## src/design/masked_byte_pattern_search_assert.svh

```systemverilog
// Assertion helpers for the byte pattern search block.
`ifndef MASKED_BYTE_PATTERN_SEARCH_ASSERT_SVH
`define MASKED_BYTE_PATTERN_SEARCH_ASSERT_SVH

// Same-cycle implication, checked outside reset.
`define MBPS_ASSERT_NOW(label, clk, rst_n, ante, cons, msg) \
    label: assert property (@(posedge clk) disable iff (!rst_n) (ante) |-> (cons)) \
        else $error(msg);

// Next-cycle implication, checked outside reset.
`define MBPS_ASSERT_NEXT(label, clk, rst_n, ante, cons, msg) \
    label: assert property (@(posedge clk) disable iff (!rst_n) (ante) |=> (cons)) \
        else $error(msg);

`endif

```

## src/design/mbps_pkg.sv

```systemverilog
`default_nettype none

package mbps_pkg;

    localparam int PATTERN_MAX_DEF = 16;
    localparam int OFFSET_BITS_DEF = 32;

    localparam int DATA_W       = 8;
    localparam int OFFSET_OUT_W = 32;
    localparam int LEN_W        = 5;
    localparam int REG_BYTES    = 16;
    localparam int CFG_IDX_W    = 2;
    localparam int CFG_DATA_W   = 64;

    localparam logic [REG_BYTES-1:0] CARE_RESET = '1;
    localparam logic [LEN_W-1:0]     LEN_RESET  = 5'd16;

    typedef enum logic [CFG_IDX_W-1:0] {
        CFG_PATTERN_LOW  = 2'd0,
        CFG_PATTERN_HIGH = 2'd1,
        CFG_CARE_MASK    = 2'd2,
        CFG_LENGTH       = 2'd3
    } cfg_index_t;

    typedef struct packed {
        logic [CFG_DATA_W-1:0] pattern_low;
        logic [CFG_DATA_W-1:0] pattern_high;
        logic [REG_BYTES-1:0]  care_mask;
        logic [LEN_W-1:0]      pattern_length;
    } cfg_t;

    typedef struct packed {
        logic                    emit;
        logic                    found;
        logic [OFFSET_OUT_W-1:0] match_offset;
    } result_t;

endpackage

`default_nettype wire

```

## src/design/masked_byte_pattern_search.sv

```systemverilog
// Masked byte pattern search: finds the first place in a byte region where
// a programmed pattern of up to 16 bytes occurs; care bits of 0 match any byte.
// Input stream: one byte per request in s_axis_tdata, s_axis_tlast marks the
// last byte of a region. Output stream: one request per region, m_axis_tuser
// is the found flag, m_axis_tdata the start offset from the region start
// (0 when not found). A match is reported on the byte that completes it; a
// region without a match reports on its last byte. The last byte clears the
// window, byte count and reported flag for the next region.
// Config: cfg_valid/cfg_index/cfg_data write one register per request
// (0 pattern low, 1 pattern high, 2 care mask, 3 length); cfg_ready is
// always high. Write config only while no byte is in flight.
// Timing: an input register and a result register bracket the window shift
// plus parallel masked compare; a byte moves from the input register through
// the compare into the result register, visible to the receiver from then on.
// Throughput: one byte per cycle outside stalls, bounded by the single compare stage.
// When the receiver stalls with a result pending, the input register holds
// its byte and s_axis_tready drops until the result is taken.
// Reset clears flags, window, count and pattern; care mask all ones, length 16.
`default_nettype none

module masked_byte_pattern_search #(
    parameter int PATTERN_MAX = mbps_pkg::PATTERN_MAX_DEF,
    parameter int OFFSET_BITS = mbps_pkg::OFFSET_BITS_DEF
) (
    input  wire logic                                  clk,
    input  wire logic                                  rst_n,
    // Byte stream in
    input  wire logic                                  s_axis_tvalid,
    output logic                                       s_axis_tready,
    input  wire logic [mbps_pkg::DATA_W-1:0]           s_axis_tdata,  // [7:0] data_byte
    input  wire logic                                  s_axis_tlast,
    // Result stream out
    output logic                                       m_axis_tvalid,
    input  wire logic                                  m_axis_tready,
    output logic [mbps_pkg::OFFSET_OUT_W-1:0]          m_axis_tdata,  // [31:0] match_offset
    output logic                                       m_axis_tuser,  // [0] found
    // Register writes
    input  wire logic                                  cfg_valid,
    output logic                                       cfg_ready,
    input  wire logic [mbps_pkg::CFG_IDX_W-1:0]        cfg_index,
    input  wire logic [mbps_pkg::CFG_DATA_W-1:0]       cfg_data
);

`include "masked_byte_pattern_search_assert.svh"

    mbps_pkg::cfg_t    cfg;
    mbps_pkg::result_t res;

    logic                             in_accept;
    logic                             fire;
    logic                             s1_valid_reg;
    logic                             s1_valid_next;
    logic [mbps_pkg::DATA_W-1:0]      s1_byte_reg;
    logic                             s1_last_reg;
    logic                             out_valid_reg;
    logic                             out_valid_next;
    logic                             out_found_reg;
    logic [mbps_pkg::OFFSET_OUT_W-1:0] out_offset_reg;

    assign cfg_ready = 1'b1;

    mbps_cfg_regs u_cfg_regs (
        .clk      (clk),
        .rst_n    (rst_n),
        .wr_en    (cfg_valid && cfg_ready),
        .wr_index (cfg_index),
        .wr_data  (cfg_data),
        .cfg      (cfg)
    );

    // Advance the held byte whenever the result slot is free or being drained.
    assign fire          = s1_valid_reg && (!out_valid_reg || m_axis_tready);
    assign s_axis_tready = !s1_valid_reg || fire;
    assign in_accept     = s_axis_tvalid && s_axis_tready;

    mbps_scan #(
        .PATTERN_MAX(PATTERN_MAX),
        .OFFSET_BITS(OFFSET_BITS)
    ) u_scan (
        .clk        (clk),
        .rst_n      (rst_n),
        .advance    (fire),
        .data_byte  (s1_byte_reg),
        .region_end (s1_last_reg),
        .cfg        (cfg),
        .res        (res)
    );

    always_comb
    begin
        s1_valid_next = s1_valid_reg;
        if (in_accept)
            s1_valid_next = 1'b1;
        else if (fire)
            s1_valid_next = 1'b0;

        out_valid_next = out_valid_reg;
        if (fire && res.emit)
            out_valid_next = 1'b1;
        else if (m_axis_tready)
            out_valid_next = 1'b0;
    end

    always_ff @(posedge clk or negedge rst_n)
    begin
        if (!rst_n)
        begin
            s1_valid_reg  <= 1'b0;
            out_valid_reg <= 1'b0;
        end
        else
        begin
            s1_valid_reg  <= s1_valid_next;
            out_valid_reg <= out_valid_next;
        end
    end

    // Payload registers: input on a taken request, result on an emitted one, hold otherwise.
    always_ff @(posedge clk)
    begin
        if (in_accept)
        begin
            s1_byte_reg <= s_axis_tdata;
            s1_last_reg <= s_axis_tlast;
        end
        if (fire && res.emit)
        begin
            out_found_reg  <= res.found;
            out_offset_reg <= res.match_offset;
        end
    end

    assign m_axis_tvalid = out_valid_reg;
    assign m_axis_tdata  = out_offset_reg;
    assign m_axis_tuser  = out_found_reg;

    // A not-found result never carries an offset.
    `MBPS_ASSERT_NOW(a_notfound_zero, clk, rst_n, out_valid_reg && !out_found_reg, out_offset_reg == '0, "not-found result with nonzero offset")
    // A byte stalled behind a pending result stays in the input register.
    `MBPS_ASSERT_NEXT(a_stall_holds, clk, rst_n, s1_valid_reg && out_valid_reg && !m_axis_tready, s1_valid_reg, "held byte lost during output stall")
    // Input backpressure only comes from a stalled result with a byte waiting.
    `MBPS_ASSERT_NOW(a_ready_cause, clk, rst_n, !s_axis_tready, s1_valid_reg && out_valid_reg && !m_axis_tready, "input stalled without cause")

endmodule

`default_nettype wire

```

## src/design/mbps_cfg_regs.sv

```systemverilog
`default_nettype none

module mbps_cfg_regs (
    input  wire logic                                clk,
    input  wire logic                                rst_n,
    input  wire logic                                wr_en,
    input  wire logic [mbps_pkg::CFG_IDX_W-1:0]      wr_index,
    input  wire logic [mbps_pkg::CFG_DATA_W-1:0]     wr_data,
    output mbps_pkg::cfg_t                           cfg
);

    mbps_pkg::cfg_t cfg_reg;
    mbps_pkg::cfg_t cfg_next;

    always_comb
    begin
        cfg_next = cfg_reg;
        if (wr_en)
        begin
            case (mbps_pkg::cfg_index_t'(wr_index))
                mbps_pkg::CFG_PATTERN_LOW:  cfg_next.pattern_low  = wr_data;
                mbps_pkg::CFG_PATTERN_HIGH: cfg_next.pattern_high = wr_data;
                mbps_pkg::CFG_CARE_MASK:
                    cfg_next.care_mask = wr_data[mbps_pkg::REG_BYTES-1:0];
                mbps_pkg::CFG_LENGTH:
                    cfg_next.pattern_length = wr_data[mbps_pkg::LEN_W-1:0];
                default: cfg_next = cfg_reg;
            endcase
        end
    end

    always_ff @(posedge clk or negedge rst_n)
    begin
        if (!rst_n)
        begin
            cfg_reg.pattern_low    <= '0;
            cfg_reg.pattern_high   <= '0;
            cfg_reg.care_mask      <= mbps_pkg::CARE_RESET;
            cfg_reg.pattern_length <= mbps_pkg::LEN_RESET;
        end
        else
        begin
            cfg_reg <= cfg_next;
        end
    end

    assign cfg = cfg_reg;

endmodule

`default_nettype wire

```

## src/design/mbps_matcher.sv

```systemverilog
`default_nettype none

module mbps_matcher #(
    parameter int PATTERN_MAX = mbps_pkg::PATTERN_MAX_DEF
) (
    input  wire logic [PATTERN_MAX-1:0][mbps_pkg::DATA_W-1:0] window,
    input  wire logic [mbps_pkg::LEN_W-1:0]                   len,
    input  wire mbps_pkg::cfg_t                               cfg,
    output logic                                              hit
);

    // Only the first positions have a pattern byte; the rest match anything.
    localparam int NPOS      = (PATTERN_MAX < mbps_pkg::REG_BYTES) ?
                               PATTERN_MAX : mbps_pkg::REG_BYTES;
    localparam int WIN_IDX_W = (PATTERN_MAX > 1) ? $clog2(PATTERN_MAX) : 1;
    localparam int SEL_W     = (WIN_IDX_W > mbps_pkg::LEN_W) ?
                               WIN_IDX_W : mbps_pkg::LEN_W;

    logic [mbps_pkg::REG_BYTES-1:0][mbps_pkg::DATA_W-1:0] pattern;
    logic [NPOS-1:0]                                      pos_ok;
    logic [SEL_W-1:0]                                     sel;

    assign pattern = {cfg.pattern_high, cfg.pattern_low};

    // Pattern position i lines up with window entry len-1-i (entry 0 is newest).
    always_comb
    begin
        pos_ok = '1;
        sel    = '0;
        for (int i = 0; i < NPOS; i++)
        begin
            sel = SEL_W'(len) - SEL_W'(i) - SEL_W'(1);
            if ((SEL_W'(i) < SEL_W'(len)) && cfg.care_mask[i] &&
                (window[sel[WIN_IDX_W-1:0]] != pattern[i]))
            begin
                pos_ok[i] = 1'b0;
            end
        end
    end

    assign hit = &pos_ok;

endmodule

`default_nettype wire

```

## src/design/mbps_scan.sv

```systemverilog
`default_nettype none

module mbps_scan #(
    parameter int PATTERN_MAX = mbps_pkg::PATTERN_MAX_DEF,
    parameter int OFFSET_BITS = mbps_pkg::OFFSET_BITS_DEF
) (
    input  wire logic                          clk,
    input  wire logic                          rst_n,
    input  wire logic                          advance,
    input  wire logic [mbps_pkg::DATA_W-1:0]   data_byte,
    input  wire logic                          region_end,
    input  wire mbps_pkg::cfg_t                cfg,
    output mbps_pkg::result_t                  res
);

    localparam int LEN_CAP = (PATTERN_MAX < 31) ? PATTERN_MAX : 31;

    logic [PATTERN_MAX-1:0][mbps_pkg::DATA_W-1:0] win_reg;
    logic [PATTERN_MAX-1:0][mbps_pkg::DATA_W-1:0] win_next;
    logic [PATTERN_MAX-1:0][mbps_pkg::DATA_W-1:0] shifted;
    logic [OFFSET_BITS-1:0]                       count_reg;
    logic [OFFSET_BITS-1:0]                       count_next;
    logic [OFFSET_BITS-1:0]                       count_inc;
    logic [OFFSET_BITS-1:0]                       offset_short;
    logic [OFFSET_BITS+mbps_pkg::OFFSET_OUT_W-1:0] offset_wide;
    logic                                         reported_reg;
    logic                                         reported_next;
    logic [mbps_pkg::LEN_W-1:0]                   len;
    logic                                         window_hit;
    logic                                         hit;

    // Clamp the programmed length into 1..min(PATTERN_MAX, 31).
    always_comb
    begin
        len = cfg.pattern_length;
        if (cfg.pattern_length == '0)
            len = mbps_pkg::LEN_W'(1);
        else if (int'(cfg.pattern_length) > LEN_CAP)
            len = mbps_pkg::LEN_W'(LEN_CAP);
    end

    always_comb
    begin
        shifted[0] = data_byte;
        for (int i = 1; i < PATTERN_MAX; i++)
            shifted[i] = win_reg[i-1];
    end

    // Saturating byte count.
    assign count_inc = (count_reg == '1) ? count_reg : count_reg + OFFSET_BITS'(1);

    mbps_matcher #(
        .PATTERN_MAX(PATTERN_MAX)
    ) u_matcher (
        .window (shifted),
        .len    (len),
        .cfg    (cfg),
        .hit    (window_hit)
    );

    assign hit          = !reported_reg && (count_inc >= OFFSET_BITS'(len)) && window_hit;
    assign offset_short = count_inc - OFFSET_BITS'(len);
    assign offset_wide  = {{mbps_pkg::OFFSET_OUT_W{1'b0}}, offset_short};

    always_comb
    begin
        res.emit         = hit || (region_end && !reported_reg);
        res.found        = hit;
        res.match_offset = hit ? offset_wide[mbps_pkg::OFFSET_OUT_W-1:0] : '0;
    end

    always_comb
    begin
        win_next      = win_reg;
        count_next    = count_reg;
        reported_next = reported_reg;
        if (advance)
        begin
            if (region_end)
            begin
                win_next      = '0;
                count_next    = '0;
                reported_next = 1'b0;
            end
            else
            begin
                win_next      = shifted;
                count_next    = count_inc;
                reported_next = reported_reg || hit;
            end
        end
    end

    always_ff @(posedge clk or negedge rst_n)
    begin
        if (!rst_n)
        begin
            win_reg      <= '0;
            count_reg    <= '0;
            reported_reg <= 1'b0;
        end
        else
        begin
            win_reg      <= win_next;
            count_reg    <= count_next;
            reported_reg <= reported_next;
        end
    end

endmodule

`default_nettype wire
```

## config.mk

```make
export PLATFORM = sky130hd
export DESIGN_NAME = masked_byte_pattern_search
export DESIGN_NICKNAME = d
export VERILOG_FILES = /design/src/design/mbps_pkg.sv /design/src/design/masked_byte_pattern_search.sv /design/src/design/mbps_cfg_regs.sv /design/src/design/mbps_matcher.sv /design/src/design/mbps_scan.sv
export VERILOG_INCLUDE_DIRS = /design/src /design/src/design
export SDC_FILE = /design/constraint.sdc
export NUM_CORES = 1
export LEC_CHECK = 0
export ABC_CLOCK_PERIOD_IN_PS = 8500
export BUFFER_PORTS_ARGS = -buffer_cell sky130_fd_sc_hd__buf_2
export CAP_MARGIN = 20
export CELL_PAD_IN_SITES_DETAIL_PLACEMENT = 2
export CELL_PAD_IN_SITES_GLOBAL_PLACEMENT = 2
export CORE_MARGIN = 10
export CORE_UTILIZATION = 41
export CTS_CLUSTER_DIAMETER = 200
export DETAILED_ROUTE_END_ITERATION = 12
export HOLD_SLACK_MARGIN = 0.12
export PLACE_DENSITY_LB_ADDON = 0.1
export SETUP_SLACK_MARGIN = 0.05
export SLEW_MARGIN = 0
export SYNTH_ARGS = -nofsm -noshare
export SYNTH_HDL_FRONTEND = slang
export SYNTH_SLANG_ARGS = --single-unit
```

## constraint.sdc

```tcl
create_clock -name clk -period 8.5 [get_ports clk]
set_input_delay 0.85 -clock clk [delete_from_list [all_inputs] [get_ports clk]]
set_output_delay 0.85 -clock clk [all_outputs]
set_load 0.05 [all_outputs]
```

=== After elaboration in Yosys (flattened, before gate mapping) ===
Cells that the tools add are included.

* Logic and storage cells: 225
* Register bits: 346
* Output and inout port bits: 36

* Equality and inequality tests: 20
* Add/sub/neg operators: 32
* Reduce and logical (&&, ||, !) cells: 54
* $lt $le $gt $ge: 34
* Muxes and demuxes: 58

{| class="wikitable"
|+ Operators by type and width
! cell !! count
|-
| $bmux 8 s4 || 16
|-
| $mux 8 || 16
|-
| $ne 8x8->1 || 16
|-
| $mux 120 || 1
|-
| $lt 4x5->1 const B || 16
|-
| $mux 32 || 2
|-
| $sub 4x1->4 const B || 16
|-
| $lt 4x5->1 const A || 8
|-
| $logic_and 1x1->1 || 38
|-
| $add 32x1->32 const B || 1
|-
| $eq 32x32->1 const B || 1
|-
| $ge 32x5->1 || 1
|-
| $sub 32x5->32 || 1
|-
| $sub 4x4->4 const B || 8
|-
| $mux 1 || 21
|-
| $lt 3x5->1 const A || 4
|-
| $reduce_and 16->1 || 1
|-
| $sub 4x3->4 const B || 4
|-
| $lt 1x5->1 const A || 2
|-
| $lt 2x5->1 const A || 2
|-
| $mux 5 || 2
|-
| $reduce_and 2->1 || 4
|-
| $sub 4x2->4 const B || 2
|-
| $gt 5x5->1 const B || 1
|-
| other kinds (7) || 14
|}

=== Logic depth before layout (Yosys ltp) ===
* Word-level depth: 15
* Mapped depth: 23
* Depth with buffers taken out: 19

=== Hierarchy ===
From an unflattened synthesis, not the netlist that was laid out.

* Cell total of the unflattened synthesis: 2158
* Area total of the unflattened synthesis: 25635.8 µm²

{| class="wikitable"
|+ By module, submodules not included
! module !! times used !! seq. area each (µm²) !! cells an instance !! area an instance (µm²)
|-
| mbps_matcher || 1 || 0.0 || 916 || 10201.0
|-
| mbps_scan || 1 || 3828.7 || 871 || 8415.6
|-
| mbps_cfg_regs || 1 || 3749.8 || 317 || 5635.4
|-
| masked_byte_pattern_search || 1 || 1311.3 || 54 || 1383.8
|}

=== Worst setup path before layout ===
No wires, ideal clock.

* Kind: reg-to-reg
* Start: reg u_cfg_regs.cfg_reg, in the netlist u_cfg_regs.cfg[4]
* End: reg out_offset_reg, in the netlist m_axis_tdata[0], enable pin
* Arrival: 6.270 ns
* Cell stages (with the launch flop): 22
* Clock period less this slack: 6.704 ns
* Data required time: 8.066 ns
* Setup time: 0.434 ns
* Slack: 1.796 ns
* Path through: dfstp_2 -> inv_1 -> buf_2 -> o21ai_2 -> buf_6 -> buf_2 -> inv_1 -> ha_1 -> buf_2 -> clkbuf_1 -> buf_2 -> mux4_2 -> a22oi_1 -> nand2_1 -> xor2_1 -> nor4_1 -> nand2_1 -> nand3_1 -> nand4_1 -> or3_1 -> buf_6 -> a21oi_1

* Word-level cells in the longest chain between the ends: 14
* Elaborated cells on any way between the ends: 152
* Classes of those cells: 30 x add/sub; 18 x order compare; 16 x eq/ne; 50 x mux; 38 x reduce/logical

{| class="wikitable"
|+ Ends and longest elaborated chain
! element !! line !! RTL
|-
| start: declaration || mbps_cfg_regs.sv:12 || <nowiki>mbps_pkg::cfg_t cfg_reg;</nowiki>
|-
| start signal: assignment || mbps_cfg_regs.sv:43 || <nowiki>cfg_reg <= cfg_next;</nowiki>
|-
| $gt 5x5->1 || mbps_scan.sv:38 || <nowiki>else if (int'(cfg.pattern_length) > LEN_CAP)</nowiki>
|-
| $mux 5 || mbps_scan.sv:38 ||
|-
| $mux 5 * || mbps_scan.sv:36 || <nowiki>if (cfg.pattern_length == '0)</nowiki>
|-
| $sub 4x1->4 (tied with other cells) || mbps_matcher.sv:32 || <nowiki>sel = SEL_W'(len) - SEL_W'(i) - SEL_W'(1);</nowiki>
|-
| $sub 4x1->4 || mbps_matcher.sv:32 ||
|-
| $bmux 8 s4 || mbps_matcher.sv:34 || <nowiki>(window[sel[WIN_IDX_W-1:0]] != pattern[i]))</nowiki>
|-
| $mux 8 (not written as such) || mbps_matcher.sv:34 ||
|-
| $ne 8x8->1 || mbps_matcher.sv:34 ||
|-
| $logic_and 1x1->1 || mbps_matcher.sv:33 || <nowiki>if ((SEL_W'(i) < SEL_W'(len)) && cfg.care_mask[i] &&</nowiki>
|-
| $mux 1 || mbps_matcher.sv:33 ||
|-
| $reduce_and 16->1 || mbps_matcher.sv:41 || <nowiki>assign hit = &pos_ok;</nowiki>
|-
| $logic_and 1x1->1 * || mbps_scan.sv:61 || <nowiki>assign hit = !reported_reg && (count_inc >= OFFSET_BITS'(len)) && window_hit;</nowiki>
|-
| $logic_or 1x1->1 * || mbps_scan.sv:67 || <nowiki>res.emit = hit || (region_end && !reported_reg);</nowiki>
|-
| $logic_and 1x1->1 * || masked_byte_pattern_search.sv:126 || <nowiki>if (fire && res.emit)</nowiki>
|-
| end signal: assignment || masked_byte_pattern_search.sv:129 || <nowiki>out_offset_reg <= res.match_offset;</nowiki>
|-
| end: declaration || masked_byte_pattern_search.sv:58 || <nowiki>logic [mbps_pkg::OFFSET_OUT_W-1:0] out_offset_reg;</nowiki>
|}

Mark *: on every way between the ends. The rest lies on a longest branch, timed or not. The select of a mux whose other input is x is not followed.
A chain may end at the register's enable or synchronous reset.

=== Worst setup path after layout ===
* Start: reg u_scan.count_reg[0]
* End: reg out_offset_reg, in the netlist m_axis_tdata[23] (data pin)

* Word-level cells in the longest chain between the ends: 5
* Elaborated cells on any way between the ends: 7
* Classes of those cells: 2 x add/sub; 1 x order compare; 1 x eq/ne; 1 x mux; 2 x reduce/logical

{| class="wikitable"
|+ Ends and longest elaborated chain
! element !! line !! RTL
|-
| start: declaration || mbps_scan.sv:21 || <nowiki>logic [OFFSET_BITS-1:0] count_reg;</nowiki>
|-
| start signal: assignment || mbps_scan.sv:105 || <nowiki>count_reg <= count_next;</nowiki>
|-
| $add 32x1->32 or $eq 32x32->1 (tied branches) || mbps_scan.sv:50 || <nowiki>assign count_inc = (count_reg == '1) ? count_reg : count_reg + OFFSET_BITS'(1);</nowiki>
|-
| $mux 32 * || mbps_scan.sv:50 ||
|-
| $ge 32x5->1 || mbps_scan.sv:61 ||
|-
| $logic_and 1x1->1 (2 in series) || mbps_scan.sv:61 ||
|}

Mark *: on every way between the ends. The rest lies on a longest branch, timed or not.

==> impl_metrics.csv <==
group,metric,value,unit
logic_synthesis,synth_common_cells,"nand2_1 (369), dfrtp_1 (287), mux2_2 (182), nand3b_1 (120), nor2_1 (119)",
drt,via_count,20941,
sta,maxSlewViolCount,9,
sta,rsz0062_at_grt,"false",
finish,area_growth,11.6,%
power_and_ir_drop,p_seq_share,31.2,%
clock_tree,cts_tree,"done",
place,gp_congestion,0.904,
logic_synthesis,syn_avg_cell_area,9.82,um^2
die,start_util,41.5,%
global_route,overflow,0,
critical_path,critPathSlowestCell,"or4_1",
power_and_ir_drop,p_switching,2690,uW
run,drv_cap,0,
logic_synthesis,synthesis.area,0.0235,mm^2
drt,drt_pass1_iterations,7,
sta,period_needed,7.06,ns
place,dp_hpwl,70800,um
power_and_ir_drop,sw_frac_of_total,39.7,%
sta,max_freq,142,MHz
drt,vias_per_cell,6.50,
finish,multi_input_area,0.0137,mm^2
critical_path,slowest_delay,0.80,ns
drt,drt_iter0_markers,1946,
sta,fin_crit_sh,83.0,%
status,violations,"max-slew violations",
clock_tree,cts_buffer_depth,3,
status,status,"complete, but fails checks",
critical_path,critPathMaxFanout,34,
logic_synthesis,synth_top_cell_by_area,"dfrtp_1",
critical_path,end_kind,"flop",
logic_synthesis,yosys_most_used_dff,"dfrtp_1",
logic_synthesis,post-synth-top-count-cell,"nand2_1",
logic_synthesis,synth_top_area_share,30.6,%
global_route,grt_antenna_before_repair,3,
drt,drc_errors,0,
global_route,grt_pass1_wl,147000,um
logic_synthesis,ys_seq_elements,346,
power_and_ir_drop,powerDensity,259,mW/mm^2
finish,finalNetCount,2522,
die,die-height,259,um
critical_path,required,8.84,ns
place,dp.cells,3142,
place,io_buffer_count,114,
sta,tightestPinTransition,1.62,ns
critical_path,critPathLaunch,"u_scan.count_reg[0]$_DFFE_PN0P_",
critical_path,path_class,"flop to flop",
sta,clock-skew-final,0.0324,ns
sta,worst_hold_slack,0.262,ns
power_and_ir_drop,finalPower,6780,uW
power_and_ir_drop,p_int,4090,uW
die,ios,116,
finish,n_fill_cell,5965,
logic_synthesis,async_reset_ff_share,87.9,%
logic_synthesis,netlist_instances,2391,
critical_path,rr_startpoint,"u_scan.count_reg[0]$_DFFE_PN0P_",
clock_tree,cts_hold_buf,0,
die,dieArea,0.0672,mm^2
clock_tree,ctsResizeCount,0,
finish,post_route_cells_drive_above_1_share,22.5,%
logic_synthesis,synth_edf_count,42,
global_route,grt_start_max_net_pins,132,
critical_path,path_cells,"ha_1 > nand2_1 > or4_1 > nor3_4 > mux2_2 > fa_1 > o22ai_1 > nor4_1 > o21ai_0 > nand4_2 > nor3_2 > and4_4 > and3_4 > nand4_2 > nand4_1 > or3_4 > buf_4 > o21ba_1",
die,core_area,0.0565,mm^2
power_and_ir_drop,clkPwrFrac,30.1,%
global_route,grt_pass1_vias,22095,
logic_synthesis,syn_nets,2479,
logic_synthesis,synth_cell_types,93,
finish,largest_reg_flops,149,
drt,wirelength,97400,um
sta,hold_viol,0,
clock_tree,cts_root_buffer,"clkbuf_16",
logic_synthesis,synth_area_leaders,"dfrtp_1 (31%), mux2_2 (8.7%), nand2_1 (5.9%)",
finish,finalNonFillerCells,3224,
clock_tree,cts_sinks,346,
sta,setup_violations,0,
clock_tree,clk_pin_slew,0.06,ns
critical_path,cp.arrival,7.39,ns
drt,ant_nets,0,
drt,routedWlPerCell,30.2,um
worst_hold_path,hold_path.class,"input port to asynchronous set/reset pin",
power_and_ir_drop,p_comb_share,38.7,%
critical_path,cp_common_cell,"nand4_2",
die,die_w,259,um
clock_tree,ctsHtreeMaxLevel,2,
global_route,grt_use_total,28.5,%
logic_synthesis,ys_warn_count,0,
power_and_ir_drop,irDropWorstVdd,0.182,mV
clock_tree,clk_latency,0.60,ns
power_and_ir_drop,p_leak,0.0110,uW
finish,regArea,0.00889,mm^2
sta,setup_tns,0,ns
die,rows,87,
logic_synthesis,seq_area_frac_synth,37.9,%
critical_path,start_kind,"flop",
clock_tree,cts_buffers,44,
sta,relSlewSlack,-7.95,%
clock_tree,cts_setup_buffers,0,
per-layer routing:
layer | share of wire, % | track usage (%) | vias up
li1 | - | - | 9026
met1 | 42 | 37.7 | 11033
met2 | 47 | 45.6 | 695
met3 | 6.8 | 5.12 | 183
met4 | 4.0 | 11.2 | 4
met5 | 0.033 | 0 | -
worst paths after layout:
kind,endpoint,slack [ns],cells after the start
worst min register to register,u_cfg_regs.cfg[48]$_DFFE_PN0P_,0.53,1
worst min-delay path,u_scan.count_reg[26]$_DFFE_PN0P_,0.26,1
worst max register to register,m_axis_tdata[23]$_SDFFCE_PN0P_,1.44,18
worst max-delay path,m_axis_tdata[23]$_SDFFCE_PN0P_,1.44,18
min in group clk,s1_byte_reg[3]$_DFFE_PP_,0.46,1
max in group asynchronous,u_cfg_regs.cfg[83]$_DFFE_PN0P_,6.61,2
critical path, delay by kind of cell, from the launching register on:
family                   cells  cell delay, ns
flip-flops                   1            0.43
multiplexers                 1            0.45
buffers and inverters        1            0.67
AO/OA/AOI/OAI                3            0.99
AND/OR/NAND/NOR             11            3.44
adder cells (fa/ha/maj)      2            0.82
logic make-up (layout without fill, tap and decap cells):
| family | Yosys count | count (layout) | synth area share (%) |
|---|---|---|---|
| mux | 327 | 327 | 16.8 |
| buf+inv | 198 | 274 | 4.05 |
| simple gates | 830 | 830 | 18.3 |
| compound gates | 513 | 513 | 16.1 |
| flops | 346 | 346 | 37.9 |
| xor+xnor | 167 | 167 | 6.26 |
| fa+ha+maj | 9 | 9 | 0.501 |
| other cells | 1 | 2 | 0.0160 |
layout make-up:
class,instances,share of cell area [%]
clock inverters,20,1.10
repair buffers,170,3.86
flip-flops and latches,346,34.0
clock buffers,59,4.85
well taps,756,3.61
diodes,1,0.00956
multi-input cells,1847,52.2
inverters,25,0.358
power groups by stage:
stage	registers, uW	logic [uW]	clock network (uW)
floorplan	2040	1800	0
global placement	2120	2470	0
global route	2130	2800	2150
finish	2110	2620	2040
detailed placement	2140	2560	0
CTS	2110	2580	2080
cells in the final DEF (no fill, tap or decap), types with 53 or more instances in the layout:
cell type  netlist  routed
nor2_1         119     119
o21ai_0         54      54
o22ai_1         64      64
mux2i_1        108     108
a22oi_1         81      81
xnor2_1        101     101
nand2_1        369     368
mux2_2         182     182
dfrtp_1        287     286
buf_4            6      54
a221oi_1        53      53
nand3b_1       120     120
xor2_1          65      65
a21oi_1         56      55
buf_2           48     113
stage by stage:
stage | worst slack [ns] | util, % | cell area (um^2)
6_report | 1.44 | 46.4 | 26200
5_1_grt | 1.12 | 46.4 | 26200
4_1_cts | 1.45 | 46.3 | 26200
3_5_place_dp | 1.49 | 43.6 | 24600
3_3_place_gp | 1.65 | 43.6 | 24600
2_1_floorplan | 1.80 | - | 23500
Power figures use the tool's default switching activity.
